`config.mk`:
```
export PLATFORM = sky130hd
export DESIGN_NAME = lane_segment_averager_core
export DESIGN_NICKNAME = d
export VERILOG_FILES = /design/src/sv/lsa_pkg.sv /design/src/sv/lsa_div.sv /design/src/sv/lane_segment_averager_core.sv
export VERILOG_INCLUDE_DIRS = /design/src /design/src/sv
export SDC_FILE = /design/constraint.sdc
export NUM_CORES = 2
export LEC_CHECK = 0
export BUFFER_PORTS_ARGS = -buffer_cell sky130_fd_sc_hd__buf_2
export CORE_MARGIN = 5
export CORE_UTILIZATION = 61
export DETAILED_ROUTE_END_ITERATION = 8
export HOLD_SLACK_MARGIN = 0.03
export MAX_ROUTING_LAYER = met4
export PLACE_DENSITY = 0.86
export SYNTH_ARGS = -nofsm -noshare
export SYNTH_HDL_FRONTEND = slang
export SYNTH_SLANG_ARGS = --single-unit
```
`constraint.sdc`:
```
create_clock -name i_clk -period 26 [get_ports i_clk]
set_clock_uncertainty 0.1 [all_clocks]
set_input_delay 2.6 -clock i_clk [delete_from_list [all_inputs] [get_ports i_clk]]
set_output_delay 2.6 -clock i_clk [all_outputs]
set_load 0.01 [all_outputs]
```
`src/sv/assert_macros.svh`:
```
// Assertion macros shared by the lane averager RTL.
// No dependencies; included by files that carry concurrent checks.
`ifndef ASSERT_MACROS_SVH
`define ASSERT_MACROS_SVH

// Clocked check with reset disable and a caller message.
`define LSA_ASSERT_MSG(lbl, clk, rst_n, prop, msg) \
    lbl: assert property (@(posedge clk) disable iff (!rst_n) (prop)) else $error(msg);

// Clocked check with reset disable and a fixed message.
`define LSA_ASSERT(lbl, clk, rst_n, prop) \
    `LSA_ASSERT_MSG(lbl, clk, rst_n, prop, "lane averager check failed")

`endif

```
`src/sv/lsa_pkg.sv`:
```
// Types, constants and sequencer states of the lane segment averager.
// No dependencies; imported by lsa_div and lane_segment_averager_core.
`timescale 1ns / 1ps

package lsa_pkg;

    // Sizing
    localparam int MAX_SEGMENTS = 256;
    localparam int COORD_W      = 12;
    localparam int OUT_W        = 16;
    localparam int CFG_W        = 12;
    localparam int CFG_IDX_W    = 1;
    localparam int CNT_W        = $clog2(MAX_SEGMENTS + 1);
    localparam int SUM_W        = COORD_W + $clog2(MAX_SEGMENTS);
    localparam int DIFF_W       = COORD_W + 1;
    localparam int ACC_W        = 2 * DIFF_W + 1;
    localparam int NUM_W        = (2 * COORD_W + 1 > SUM_W) ? 2 * COORD_W + 1 : SUM_W;
    localparam int DEN_W        = (COORD_W > CNT_W) ? COORD_W : CNT_W;
    localparam int DIV_CNT_W    = $clog2(NUM_W);

    // Register reset values
    localparam logic [CFG_W-1:0] FRAME_HEIGHT_RST = CFG_W'(540);
    localparam logic [CFG_W-1:0] TOP_ROW_RST      = CFG_W'(324);

    // Register indexes
    localparam logic [CFG_IDX_W-1:0] CFG_FRAME_HEIGHT = CFG_IDX_W'(0);
    localparam logic [CFG_IDX_W-1:0] CFG_TOP_ROW      = CFG_IDX_W'(1);

    // Input transaction
    typedef struct packed {
        logic [COORD_W-1:0] start_x;
        logic [COORD_W-1:0] start_y;
        logic [COORD_W-1:0] end_x;
        logic [COORD_W-1:0] end_y;
        logic               last_segment;
    } t_seg;

    // Result transaction
    typedef struct packed {
        logic signed [OUT_W-1:0] left_top_x;
        logic signed [OUT_W-1:0] left_bottom_x;
        logic signed [OUT_W-1:0] right_top_x;
        logic signed [OUT_W-1:0] right_bottom_x;
        logic                    left_valid;
        logic                    right_valid;
    } t_res;

    // Divider request and response
    typedef struct packed {
        logic             start;
        logic [NUM_W-1:0] dividend;
        logic [DEN_W-1:0] divisor;
    } t_div_req;

    typedef struct packed {
        logic             done;
        logic [NUM_W-1:0] quot;
    } t_div_rsp;

    // Frame-end sequencer
    typedef enum logic [3:0] {
        S_IDLE,
        S_SIDE,
        S_MEAN,
        S_MEAN_WT,
        S_SLOPE,
        S_MULA,
        S_MULB,
        S_XDIV,
        S_XDIV_WT,
        S_OUT
    } t_lsa_state;

endpackage

```
`src/sv/lsa_div.sv`:
```
// Restoring unsigned divider, one quotient bit per cycle.
// Depends on lsa_pkg for widths and the request/response structs.
`timescale 1ns / 1ps

module lsa_div (
    input  logic              i_clk,
    input  logic              i_rst_n,
    input  lsa_pkg::t_div_req i_req,
    output lsa_pkg::t_div_rsp o_rsp
);
    import lsa_pkg::*;

    logic                 r_run;
    logic                 r_done;
    logic [DIV_CNT_W-1:0] r_cnt;
    logic [DEN_W-1:0]     r_rem;
    logic [DEN_W-1:0]     r_dvs;
    logic [NUM_W-1:0]     r_quo;

    logic [DEN_W:0]       shifted;
    logic [DEN_W+1:0]     diff;
    logic                 ge;

    // Trial subtract of the divisor from the shifted remainder
    assign shifted = {r_rem, r_quo[NUM_W-1]};
    assign diff    = {1'b0, shifted} - {2'b00, r_dvs};
    assign ge      = !diff[DEN_W+1];

    // Control: load on start, count steps, pulse done on the last one
    always_ff @(posedge i_clk) begin
        if (!i_rst_n) begin
            r_run  <= 1'b0;
            r_done <= 1'b0;
            r_cnt  <= '0;
        end else begin
            r_done <= 1'b0;
            if (i_req.start) begin
                r_run <= 1'b1;
                r_cnt <= '0;
            end else if (r_run) begin
                r_cnt <= r_cnt + DIV_CNT_W'(1);
                if (r_cnt == DIV_CNT_W'(NUM_W - 1)) begin
                    r_run  <= 1'b0;
                    r_done <= 1'b1;
                end
            end
        end
    end

    // Datapath: shift dividend in, quotient bits out
    always_ff @(posedge i_clk) begin
        if (i_req.start) begin
            r_quo <= i_req.dividend;
            r_rem <= '0;
            r_dvs <= i_req.divisor;
        end else if (r_run) begin
            r_quo <= {r_quo[NUM_W-2:0], ge};
            r_rem <= ge ? diff[DEN_W-1:0] : shifted[DEN_W-1:0];
        end
    end

    assign o_rsp.done = r_done;
    assign o_rsp.quot = r_quo;

endmodule

```
`src/sv/lane_segment_averager_core.sv`:
```
// Lane segment averager: accumulates segment endpoints per side, one per cycle while busy is low.
// A segment without the frame-end mark is taken when presented and busy stays low.
// The frame-end segment raises busy while the shared one-bit-per-cycle divider works out
// up to four means and two positions per side; the last busy cycle carries the result strobe,
// and a new segment is taken the next cycle.
// Reset (synchronous, active low) clears sums and counts and loads default rows.
`timescale 1ns / 1ps
`include "assert_macros.svh"

module lane_segment_averager_core (
    input  logic                          i_clk,
    input  logic                          i_rst_n,
    input  logic                          start,
    output logic                          busy,
    input  lsa_pkg::t_seg                 i_seg,
    output logic                          o_res_valid,
    output lsa_pkg::t_res                 o_res,
    input  logic                          i_cfg_valid,
    output logic                          o_cfg_ready,
    input  logic [lsa_pkg::CFG_IDX_W-1:0] i_cfg_index,
    input  logic [lsa_pkg::CFG_W-1:0]     i_cfg_data
);
    import lsa_pkg::*;

    // Configuration
    logic [CFG_W-1:0] r_frame_height;
    logic [CFG_W-1:0] r_top_row;

    // Per-side accumulators: sums in start_x, start_y, end_x, end_y order
    logic [SUM_W-1:0] r_sum [2][4];
    logic [CNT_W-1:0] r_cnt [2];

    // Sequencer
    t_lsa_state r_state, n_state;
    logic       r_side;
    logic [1:0] r_mi;
    logic       r_row;

    // Frame-end datapath
    logic        [COORD_W-1:0] r_mean [4];
    logic signed [ACC_W-1:0]   r_acc;
    logic signed [OUT_W-1:0]   r_top [2];
    logic signed [OUT_W-1:0]   r_bot [2];
    logic                      r_vld [2];

    // Segment classification
    logic [COORD_W-1:0]      seg_coord [4];
    logic signed [DIFF_W-1:0] seg_dx, seg_dy;
    logic [COORD_W-1:0]      seg_adx, seg_ady;
    logic                    seg_keep;
    logic                    seg_side;
    logic                    seg_accept;
    logic                    seg_add;

    // Extrapolation terms
    logic signed [DIFF_W-1:0]   den, dlt, row_off;
    logic [CFG_W-1:0]           row_sel;
    logic signed [DIFF_W-1:0]   mul_a, mul_b;
    logic signed [2*DIFF_W-1:0] prod;
    logic [ACC_W-1:0]           acc_mag;
    logic [DIFF_W-1:0]          den_mag;
    logic                       q_neg;
    logic signed [OUT_W-1:0]    x_sat;

    t_div_req div_req;
    t_div_rsp div_rsp;

    lsa_div u_div (
        .i_clk   (i_clk),
        .i_rst_n (i_rst_n),
        .i_req   (div_req),
        .o_rsp   (div_rsp)
    );

    // Classify the incoming segment
    always_comb begin
        seg_coord[0] = i_seg.start_x;
        seg_coord[1] = i_seg.start_y;
        seg_coord[2] = i_seg.end_x;
        seg_coord[3] = i_seg.end_y;
        seg_dx  = $signed({1'b0, i_seg.end_x}) - $signed({1'b0, i_seg.start_x});
        seg_dy  = $signed({1'b0, i_seg.end_y}) - $signed({1'b0, i_seg.start_y});
        seg_adx = seg_dx[DIFF_W-1] ? COORD_W'(-seg_dx) : COORD_W'(seg_dx);
        seg_ady = seg_dy[DIFF_W-1] ? COORD_W'(-seg_dy) : COORD_W'(seg_dy);
        seg_keep = ({seg_ady, 1'b0} >= {1'b0, seg_adx});
        // Left for opposite slope signs, or a vertical segment pointing up
        if ((seg_dx < 0 && seg_dy > 0) || (seg_dx > 0 && seg_dy < 0)
                || (seg_dx == 0 && seg_dy < 0)) begin
            seg_side = 1'b0;
        end else begin
            seg_side = 1'b1;
        end
    end

    assign busy        = (r_state != S_IDLE);
    assign seg_accept  = start && !busy;
    assign seg_add     = seg_accept && seg_keep
                         && (r_cnt[seg_side] < CNT_W'(MAX_SEGMENTS));
    assign o_cfg_ready = !busy;

    // Configuration writes
    always_ff @(posedge i_clk) begin
        if (!i_rst_n) begin
            r_frame_height <= FRAME_HEIGHT_RST;
            r_top_row      <= TOP_ROW_RST;
        end else if (i_cfg_valid && o_cfg_ready) begin
            case (i_cfg_index)
                CFG_FRAME_HEIGHT: r_frame_height <= i_cfg_data;
                CFG_TOP_ROW:      r_top_row      <= i_cfg_data;
                default:          ;
            endcase
        end
    end

    // Accumulate kept segments; clear after the result goes out
    always_ff @(posedge i_clk) begin
        if (!i_rst_n || r_state == S_OUT) begin
            for (int s = 0; s < 2; s++) begin
                r_cnt[s] <= '0;
                for (int k = 0; k < 4; k++) begin
                    r_sum[s][k] <= '0;
                end
            end
        end else if (seg_add) begin
            r_cnt[seg_side] <= r_cnt[seg_side] + CNT_W'(1);
            for (int k = 0; k < 4; k++) begin
                r_sum[seg_side][k] <= r_sum[seg_side][k] + SUM_W'(seg_coord[k]);
            end
        end
    end

    // Mean line terms and the shared multiplier
    always_comb begin
        den     = $signed({1'b0, r_mean[3]}) - $signed({1'b0, r_mean[1]});
        dlt     = $signed({1'b0, r_mean[2]}) - $signed({1'b0, r_mean[0]});
        row_sel = r_row ? r_frame_height : r_top_row;
        row_off = $signed({1'b0, row_sel}) - $signed({1'b0, r_mean[1]});
        if (r_state == S_MULA) begin
            mul_a = $signed({1'b0, r_mean[0]});
            mul_b = den;
        end else begin
            mul_a = row_off;
            mul_b = dlt;
        end
        prod    = mul_a * mul_b;
        acc_mag = r_acc[ACC_W-1] ? ACC_W'(-r_acc) : ACC_W'(r_acc);
        den_mag = den[DIFF_W-1] ? DIFF_W'(-den) : DIFF_W'(den);
        q_neg   = r_acc[ACC_W-1] ^ den[DIFF_W-1];
    end

    // Divider request: means first, then the extrapolated positions
    always_comb begin
        div_req.start = (r_state == S_MEAN) || (r_state == S_XDIV);
        if (r_state == S_XDIV) begin
            div_req.dividend = acc_mag[NUM_W-1:0];
            div_req.divisor  = DEN_W'(den_mag[COORD_W-1:0]);
        end else begin
            div_req.dividend = NUM_W'(r_sum[r_side][r_mi]);
            div_req.divisor  = DEN_W'(r_cnt[r_side]);
        end
    end

    // Apply sign and saturate the quotient magnitude
    always_comb begin
        if (!q_neg) begin
            x_sat = (div_rsp.quot > NUM_W'(32767)) ? 16'sh7FFF
                                                    : $signed(div_rsp.quot[OUT_W-1:0]);
        end else begin
            x_sat = (div_rsp.quot > NUM_W'(32768)) ? 16'sh8000
                                                    : $signed(~div_rsp.quot[OUT_W-1:0]
                                                              + 16'd1);
        end
    end

    // State register
    always_ff @(posedge i_clk) begin
        if (!i_rst_n) begin
            r_state <= S_IDLE;
        end else begin
            r_state <= n_state;
        end
    end

    // Next state
    always_comb begin
        n_state = r_state;
        case (r_state)
            S_IDLE: begin
                if (seg_accept && i_seg.last_segment) n_state = S_SIDE;
            end
            S_SIDE: begin
                if (r_cnt[r_side] == '0) begin
                    n_state = r_side ? S_OUT : S_SIDE;
                end else begin
                    n_state = S_MEAN;
                end
            end
            S_MEAN: n_state = S_MEAN_WT;
            S_MEAN_WT: begin
                if (div_rsp.done) n_state = (r_mi == 2'd3) ? S_SLOPE : S_MEAN;
            end
            S_SLOPE: begin
                if (den == '0) begin
                    n_state = r_side ? S_OUT : S_SIDE;
                end else begin
                    n_state = S_MULA;
                end
            end
            S_MULA: n_state = S_MULB;
            S_MULB: n_state = S_XDIV;
            S_XDIV: n_state = S_XDIV_WT;
            S_XDIV_WT: begin
                if (div_rsp.done) begin
                    if (!r_row)      n_state = S_MULA;
                    else if (r_side) n_state = S_OUT;
                    else             n_state = S_SIDE;
                end
            end
            S_OUT:   n_state = S_IDLE;
            default: n_state = S_IDLE;
        endcase
    end

    // Sequencer indexes
    always_ff @(posedge i_clk) begin
        if (!i_rst_n) begin
            r_side <= 1'b0;
            r_mi   <= '0;
            r_row  <= 1'b0;
        end else begin
            case (r_state)
                S_IDLE: r_side <= 1'b0;
                S_SIDE: begin
                    r_mi <= '0;
                    if (r_cnt[r_side] == '0) r_side <= 1'b1;
                end
                S_MEAN_WT: begin
                    if (div_rsp.done) r_mi <= r_mi + 2'd1;
                end
                S_SLOPE: begin
                    r_row <= 1'b0;
                    if (den == '0) r_side <= 1'b1;
                end
                S_XDIV_WT: begin
                    if (div_rsp.done) begin
                        r_row <= 1'b1;
                        if (r_row) r_side <= 1'b1;
                    end
                end
                default: ;
            endcase
        end
    end

    // Frame-end datapath: means, products, saturated positions
    always_ff @(posedge i_clk) begin
        case (r_state)
            S_SIDE: begin
                r_top[r_side] <= '0;
                r_bot[r_side] <= '0;
                r_vld[r_side] <= 1'b0;
            end
            S_MEAN_WT: begin
                if (div_rsp.done) r_mean[r_mi] <= div_rsp.quot[COORD_W-1:0];
            end
            S_MULA: r_acc <= ACC_W'(prod);
            S_MULB: r_acc <= r_acc + ACC_W'(prod);
            S_XDIV_WT: begin
                if (div_rsp.done) begin
                    if (r_row) begin
                        r_bot[r_side] <= x_sat;
                        r_vld[r_side] <= 1'b1;
                    end else begin
                        r_top[r_side] <= x_sat;
                    end
                end
            end
            default: ;
        endcase
    end

    // Result strobe
    assign o_res_valid          = (r_state == S_OUT);
    assign o_res.left_top_x     = r_top[0];
    assign o_res.left_bottom_x  = r_bot[0];
    assign o_res.right_top_x    = r_top[1];
    assign o_res.right_bottom_x = r_bot[1];
    assign o_res.left_valid     = r_vld[0];
    assign o_res.right_valid    = r_vld[1];

    // Checks
    logic chk_idle_clear;
    logic chk_div_wait;
    logic chk_cnt_bound;

    assign chk_idle_clear = !busy && r_cnt[0] == '0 && r_cnt[1] == '0;
    assign chk_div_wait   = (r_state == S_MEAN_WT) || (r_state == S_XDIV_WT);
    assign chk_cnt_bound  = (r_cnt[0] <= CNT_W'(MAX_SEGMENTS))
                            && (r_cnt[1] <= CNT_W'(MAX_SEGMENTS));

    `LSA_ASSERT(a_last_goes_busy, i_clk, i_rst_n, seg_accept && i_seg.last_segment |=> busy)
    `LSA_ASSERT(a_res_clears, i_clk, i_rst_n, o_res_valid |=> chk_idle_clear)
    `LSA_ASSERT(a_div_done_wait, i_clk, i_rst_n, div_rsp.done |-> chk_div_wait)
    `LSA_ASSERT_MSG(a_cnt_bound, i_clk, i_rst_n, chk_cnt_bound, "side count above limit")

endmodule

```
Word-level counts from Yosys, hierarchy flattened
Memory sizes are Yosys's and may differ from the RTL's. A register that Yosys moved wholly into a read port is not among the register bits.
Index checks and enable logic that the tools add are counted.
Word-level totals
  register bits: 115
  memory bits (writable): 292
  input port bits: 66
  word-level logic and storage cells: 182
  memories: 6
Operators by class
  $add $sub $neg: 19
  $mul: 1
  $lt $le $gt $ge: 9
  equality and inequality tests: 17
  muxes and demuxes: 72
  bitwise gates (word level): 9
  reduce and logical (&&, ||, !) cells: 35
Memories
  r_sum: words 2, bits a word 80, rd ports 2, clocked after memory_dff 1, write ports 2, RTL line lane_segment_averager_core.sv:30  | logic [SUM_W-1:0] r_sum [2][4];
  r_mean: words 4, bits a word 12, rd ports 4, clocked after memory_dff 0, write ports 1, RTL line lane_segment_averager_core.sv:40  | logic [COORD_W-1:0] r_mean [4];
  r_bot: words 2, bits a word 16, rd ports 2, clocked after memory_dff 0, write ports 1, RTL line lane_segment_averager_core.sv:43  | logic signed [OUT_W-1:0] r_bot [2];
  r_top: words 2, bits a word 16, rd ports 2, clocked after memory_dff 0, write ports 1, RTL line lane_segment_averager_core.sv:42  | logic signed [OUT_W-1:0] r_top [2];
  r_cnt: words 2, bits a word 9, rd ports 2, clocked after memory_dff 1, write ports 2, RTL line lane_segment_averager_core.sv:31  | logic [CNT_W-1:0] r_cnt [2];
  r_vld: words 2, bits a word 1, rd ports 2, clocked after memory_dff 0, write ports 1, RTL line lane_segment_averager_core.sv:44  | logic r_vld [2];
Operator list (number)
  $add A20 B12 Y20: 4
  $mux W16: 5
  $mux W80: 1
  $reduce_or A80 Y1: 1
  $mux W25: 3
  $sub A12 B12 Y13: 5
  $mux W12: 5
  $pmux W27 S2: 1
  $bmux W20 S2: 1
  $mux W20: 2
  $mux W1: 37
  $mux W37: 1
  $neg A12 Y12: 3
  $pmux W4 S9: 1
  $logic_not A32 Y1: 1
  $mux W4: 7
  $add A27 B26 Y27: 1
  $gt A13 B1 Y1 const B: 2
  $lt A13 B1 Y1 const B: 2
  $mul A13 B13 Y26: 1
  $mux W13: 2
  $gt A25 B15 Y1 const B: 1
  $gt A25 B16 Y1 const B: 1
  $neg A25 Y25: 1
  other kinds (41): 73

Depth between registers and ports, before layout
An unclocked memory read counts as a cell.
  word-level depth: 14
  gate-level depth with buffers: 44

By module
Synthesis repeated with hierarchy kept, for this count alone.
Second synthesis, totals
  cell total of the unflattened synthesis: 3393
  area, all modules: 33599.7 sq um
By module, submodules not included
  lane_segment_averager_core: times used 1, cells an instance 3143, area each 30717.0 sq um, seq. area each 10239.8 sq um
  lsa_div: times used 1, cells an instance 250, area each 2882.8 sq um, seq. area each 1491.4 sq um

Least setup slack after synthesis
Ideal clock, no wire load.
  kind: reg2reg
  start: register r_row
  end: register r_acc[25], data pin
  setup time: 0.274 ns
  arrival: 9.510 ns
  setup slack: 16.116 ns
  cell stages (with the launch flop): 44
  path buffers: 2
  period minus slack after synthesis: 9.884 ns
  cell sequence: dfxtp_1 > clkbuf_1 > clkbuf_1 > mux2i_1 > ha_1 > inv_1 > fa_1 > a21o_1 > a21oi_1 > o21bai_1 > a21oi_1 > o21bai_1 > a21oi_1 > o211ai_1 > xnor2_1 > o21a_1 > nor2_1 > fa_1 > [... 8 more ...] > inv_1 > ha_1 > nor3_1 > nor2_1 > a31o_2 > a21o_1 > a21o_1 > a21oi_1 > xnor2_1 > ha_1 > a21o_1 > a211o_1 > o22a_1 > o21ai_0 > o21ai_0 > a31oi_1 > xor2_1 > mux2i_1
On the way
  cells in the longest elaborated chain, start to end: 6
Ends and longest elaborated chain
  start: declaration: RTL line lane_segment_averager_core.sv:37  | logic r_row;
  start signal: assignment: RTL line lane_segment_averager_core.sv:229  | r_row <= 1'b0;
  start signal: assignment: RTL line lane_segment_averager_core.sv:241  | r_row <= 1'b0;
  start signal: assignment: RTL line lane_segment_averager_core.sv:246  | r_row <= 1'b1;
  $mux W12 *: RTL line lane_segment_averager_core.sv:136  | row_sel = r_row ? r_frame_height : r_top_row;
  $sub A12 B12 Y13 *: RTL line lane_segment_averager_core.sv:137  | row_off = $signed({1'b0, row_sel}) - $signed({1'b0, r_mean[1]});
  $mux W13 *: RTL line lane_segment_averager_core.sv:138  | if (r_state == S_MULA) begin
  $mul A13 B13 Y26 *: RTL line lane_segment_averager_core.sv:145  | prod = mul_a * mul_b;
  $add A27 B26 Y27: RTL line lane_segment_averager_core.sv:267  | S_MULB: r_acc <= r_acc + ACC_W'(prod);
  $pmux W27 S2 *: RTL line lane_segment_averager_core.sv:257  | case (r_state)
  end signal: assignment: RTL line lane_segment_averager_core.sv:266  | S_MULA: r_acc <= ACC_W'(prod);
  end signal: assignment: RTL line lane_segment_averager_core.sv:267
  end: declaration: RTL line lane_segment_averager_core.sv:41  | logic signed [ACC_W-1:0] r_acc;
Every way passes the cells marked *; elsewhere a longest branch is shown, timed or not.
A chain may end at the register's enable or synchronous reset.

Worst setup path after layout
  start: register r_row
  end: register r_acc[26], data pin
The elaborated chain is that of the path after synthesis.

==> results.cfg <==
[finish]
drive_above_1_share_pct = 9.244
fin_util_pct = 66.19
mostFrequentLayoutCells = nand2_1, nor2_1, edfxtp_1, inv_1, ha_1
nNetsFinal = 4134
syn2layout_area_growth_pct = 7.974
layout_commonest_cell = nand2_1

[synthesis]
synth_warnings = 0
syn_area_per_cell_sq_um = 9.418
async_reset_ff_share_pct = 0
synth_cell_types = 85
yosysSeqAreaShare_pct = 34.87
yosys_most_used_dff = edfxtp_1
synth_edf_count = 356
synth_seq_cells = 408
synthCells = 3572
synth_area_sq_mm = 0.03364
syn_nets = 4051

[setup_path]
critPathCaptureType = flip-flop
path_buf_inv = 4
worst_setup_path_start_kind = flip-flop
crit_type = flip-flop to flip-flop
crit_path_max_incr_delay_ps = 820
critPathSlowestCell = dfxtp_1
cp_max_fo = 18
crit_top_cell = a21oi_1
worstPathArrival_ps = 11510
critical_path.top_delay_family = adder cells
worstPathRequired_ps = 26230

[global_route]
grt_start_max_net_pins = 72
grt_pass1_wl_um = 145000
antenna_found_initial = 3
grt.overflow.total = 0
first_global_vias = 26980
grt_usage_pct = 31.01

[sta]
fin_crit_ps = 11280
tightest_slew_ps = 1177
rsz0062_at_grt = no
slew-limit-headroom_pct = 21.45
hold_violations = 0
setup_viol = 0
slew_violations = 0
tns_ps = 0
fmax_mhz = 88.65
min_period_over_period_pct = 43.39

[floorplan]
die_x_um = 244.8
die-height_um = 244.8
core_sq_mm = 0.05488
row_count = 86
dieArea_sq_mm = 0.05995
num_io_pins = 135
start_util_pct = 61.30

[clocking]
clk_pin_slew_worst_paths_ps = 60
clock_sinks = 408
cts_setup_buffers = 0
post_cts_resized = 0
hold_buffers = 0
root_buffer = clkbuf_16
cts_buffers = 44
clockBufferDepth = 3
clock_latency_ps = 600
htreeDepth = 2
cts_tree = yes

[min_path]
holdCritPathClass = flip-flop to flip-flop

[drt]
drtAntennaViolNets = 0
drt-initial-drc-count = 3512
post_drt_wl_per_cell_um = 20.84
vias_per_cell = 6.311
drc = 0
wl_um = 91570
drt_pass1_iterations = 6
vias = 27740

[flow_run]
max_cap_viol_count = 0

[placement]
io_buffer_count = 134
gp_congestion = 0.9915
hpwlAfterDp_um = 66740

[power_and_ir_drop]
ir_drop_mv = 0.2781
powerDensity_mw_per_mm2 = 149.2
leakagePower_nw = 15.53
power_mw = 5.418

[status]
status = finished, final reports clean
## worst reg2reg max path: cells and delay by family, from the launching register on
| kind | cells | cell delay [ps] |
|---|---|---|
| multiplexers | 1 | 280 |
| buffers and inverters | 4 | 580 |
| flip-flops | 1 | 820 |
| adder cells (fa/ha/maj) | 10 | 4070 |
| AND/OR/NAND/NOR | 2 | 760 |
| XOR/XNOR | 3 | 520 |
| AO/OA/AOI/OAI | 17 | 3900 |
## kinds of logic (layout without fill, tap and decap cells)
group | after synthesis | count (layout) | synth area share, %
fa+ha+maj | 413 | 413 | 19.24
xor+xnor | 243 | 243 | 6.326
flops | 408 | 408 | 34.87
compound gates | 631 | 631 | 12.16
buf+inv | 436 | 553 | 5.051
mux | 101 | 101 | 4.560
simple gates | 1340 | 1340 | 17.79
other cells | 0 | 2 | 0
## worst paths after layout
path / startpoint / end / slack, ps / depth (start not counted)
setup / recovery: r_row / r_acc[26] / 14720 / 37
hold / removal: r_top_row[11] / r_top_row[11] / 360 / 2
setup reg to reg: r_row / r_acc[26] / 14720 / 37
hold reg to reg: r_top_row[11] / r_top_row[11] / 360 / 2
## synthesized netlist by cell type (7+ instances only)
cell | count | share of area (%)
or2_2 | 12 | 0.22
o41ai_1 | 8 | 0.21
nand2b_1 | 33 | 0.61
a31o_2 | 7 | 0.18
ha_1 | 239 | 8.9
dfxtp_1 | 52 | 3.1
a21oi_1 | 141 | 2.1
nor2b_1 | 40 | 0.74
o21a_1 | 29 | 0.65
or3_1 | 40 | 0.74
nand3_1 | 84 | 1.2
mux2i_1 | 43 | 1.3
nor3b_1 | 8 | 0.18
buf_1 | 8 | 0.089
nand2_1 | 521 | 5.8
nor4_1 | 26 | 0.48
fa_1 | 174 | 10
xnor2_1 | 121 | 3.2
o211ai_1 | 27 | 0.60
clkbuf_1 | 90 | 1.0
o31ai_1 | 23 | 0.51
and2_1 | 23 | 0.43
xor2_1 | 122 | 3.2
buf_2 | 29 | 0.43
o21bai_1 | 14 | 0.31
a31oi_1 | 20 | 0.37
o21ai_0 | 170 | 2.5
a21o_1 | 44 | 0.98
nor3_1 | 63 | 0.94
nor2_1 | 398 | 4.4
or4_1 | 8 | 0.18
a21boi_0 | 33 | 0.74
inv_1 | 303 | 3.4
a211oi_1 | 27 | 0.60
mux2_2 | 18 | 0.60
nand4_1 | 20 | 0.37
and3_1 | 39 | 0.73
mux4_2 | 40 | 2.7
o22ai_1 | 7 | 0.13
a221oi_1 | 11 | 0.29
edfxtp_1 | 356 | 32
a211o_1 | 8 | 0.21
## layer usage
layer	vias to the layer above	global-route usage (%)	routed length [um]
met2	1696	46.89	40990
li1	12620	-	-
met3	282	8.123	11720
met1	13140	41.06	35160
met4	0	10.84	3702
met5	-	-	0
## report_power, final
| group | internal [mW] | total (mW) | switching, mW |
|---|---|---|---|
| clock | 0.334 | 0.611 | 0.278 |
| sequential | 0.856 | 0.905 | 0.0493 |
| combinational | 1.69 | 3.90 | 2.21 |
## sequential cells by signal, summed over array words and instances (netlist names), 4 cells and up, named ones only
signal and cells:
u_div.r_dvs 12, r_acc 27, r_bot 32, r_state 4, r_top_row 12, r_top 32, u_div.r_quo 25, r_cnt 18
r_sum 160, r_frame_height 12, u_div.r_cnt 5, u_div.r_rem 12, r_mean 48
## per-stage QoR
stage | hold slack [ps] | area [sq um] | setup slack (ps) | cells
floorplan | 332.9 | 33640 | 16120 | 3572
global placement | 339.7 | 34960 | 15450 | 4313
detailed placement | 347.0 | 34960 | 14970 | 4313
CTS | 355.2 | 36320 | 14950 | 4393
global route | 389.4 | 36320 | 13970 | 4395
finish | 362.7 | 36320 | 14720 | 4395
## layout make-up
| type | count | area (sq um) |
|---|---|---|
| antenna | 2 | 5.005 |
| clock buffer | 54 | 1171 |
| clock inverter | 26 | 191.4 |
| fill | 4109 | 18550 |
| inverter | 304 | 1141 |
| multi-input combinational | 2728 | 20270 |
| sequential | 408 | 11740 |
| tap | 704 | 880.8 |
| timing repair buffer | 169 | 933.4 |
Note: power is estimated with default switching activity, not from simulation.
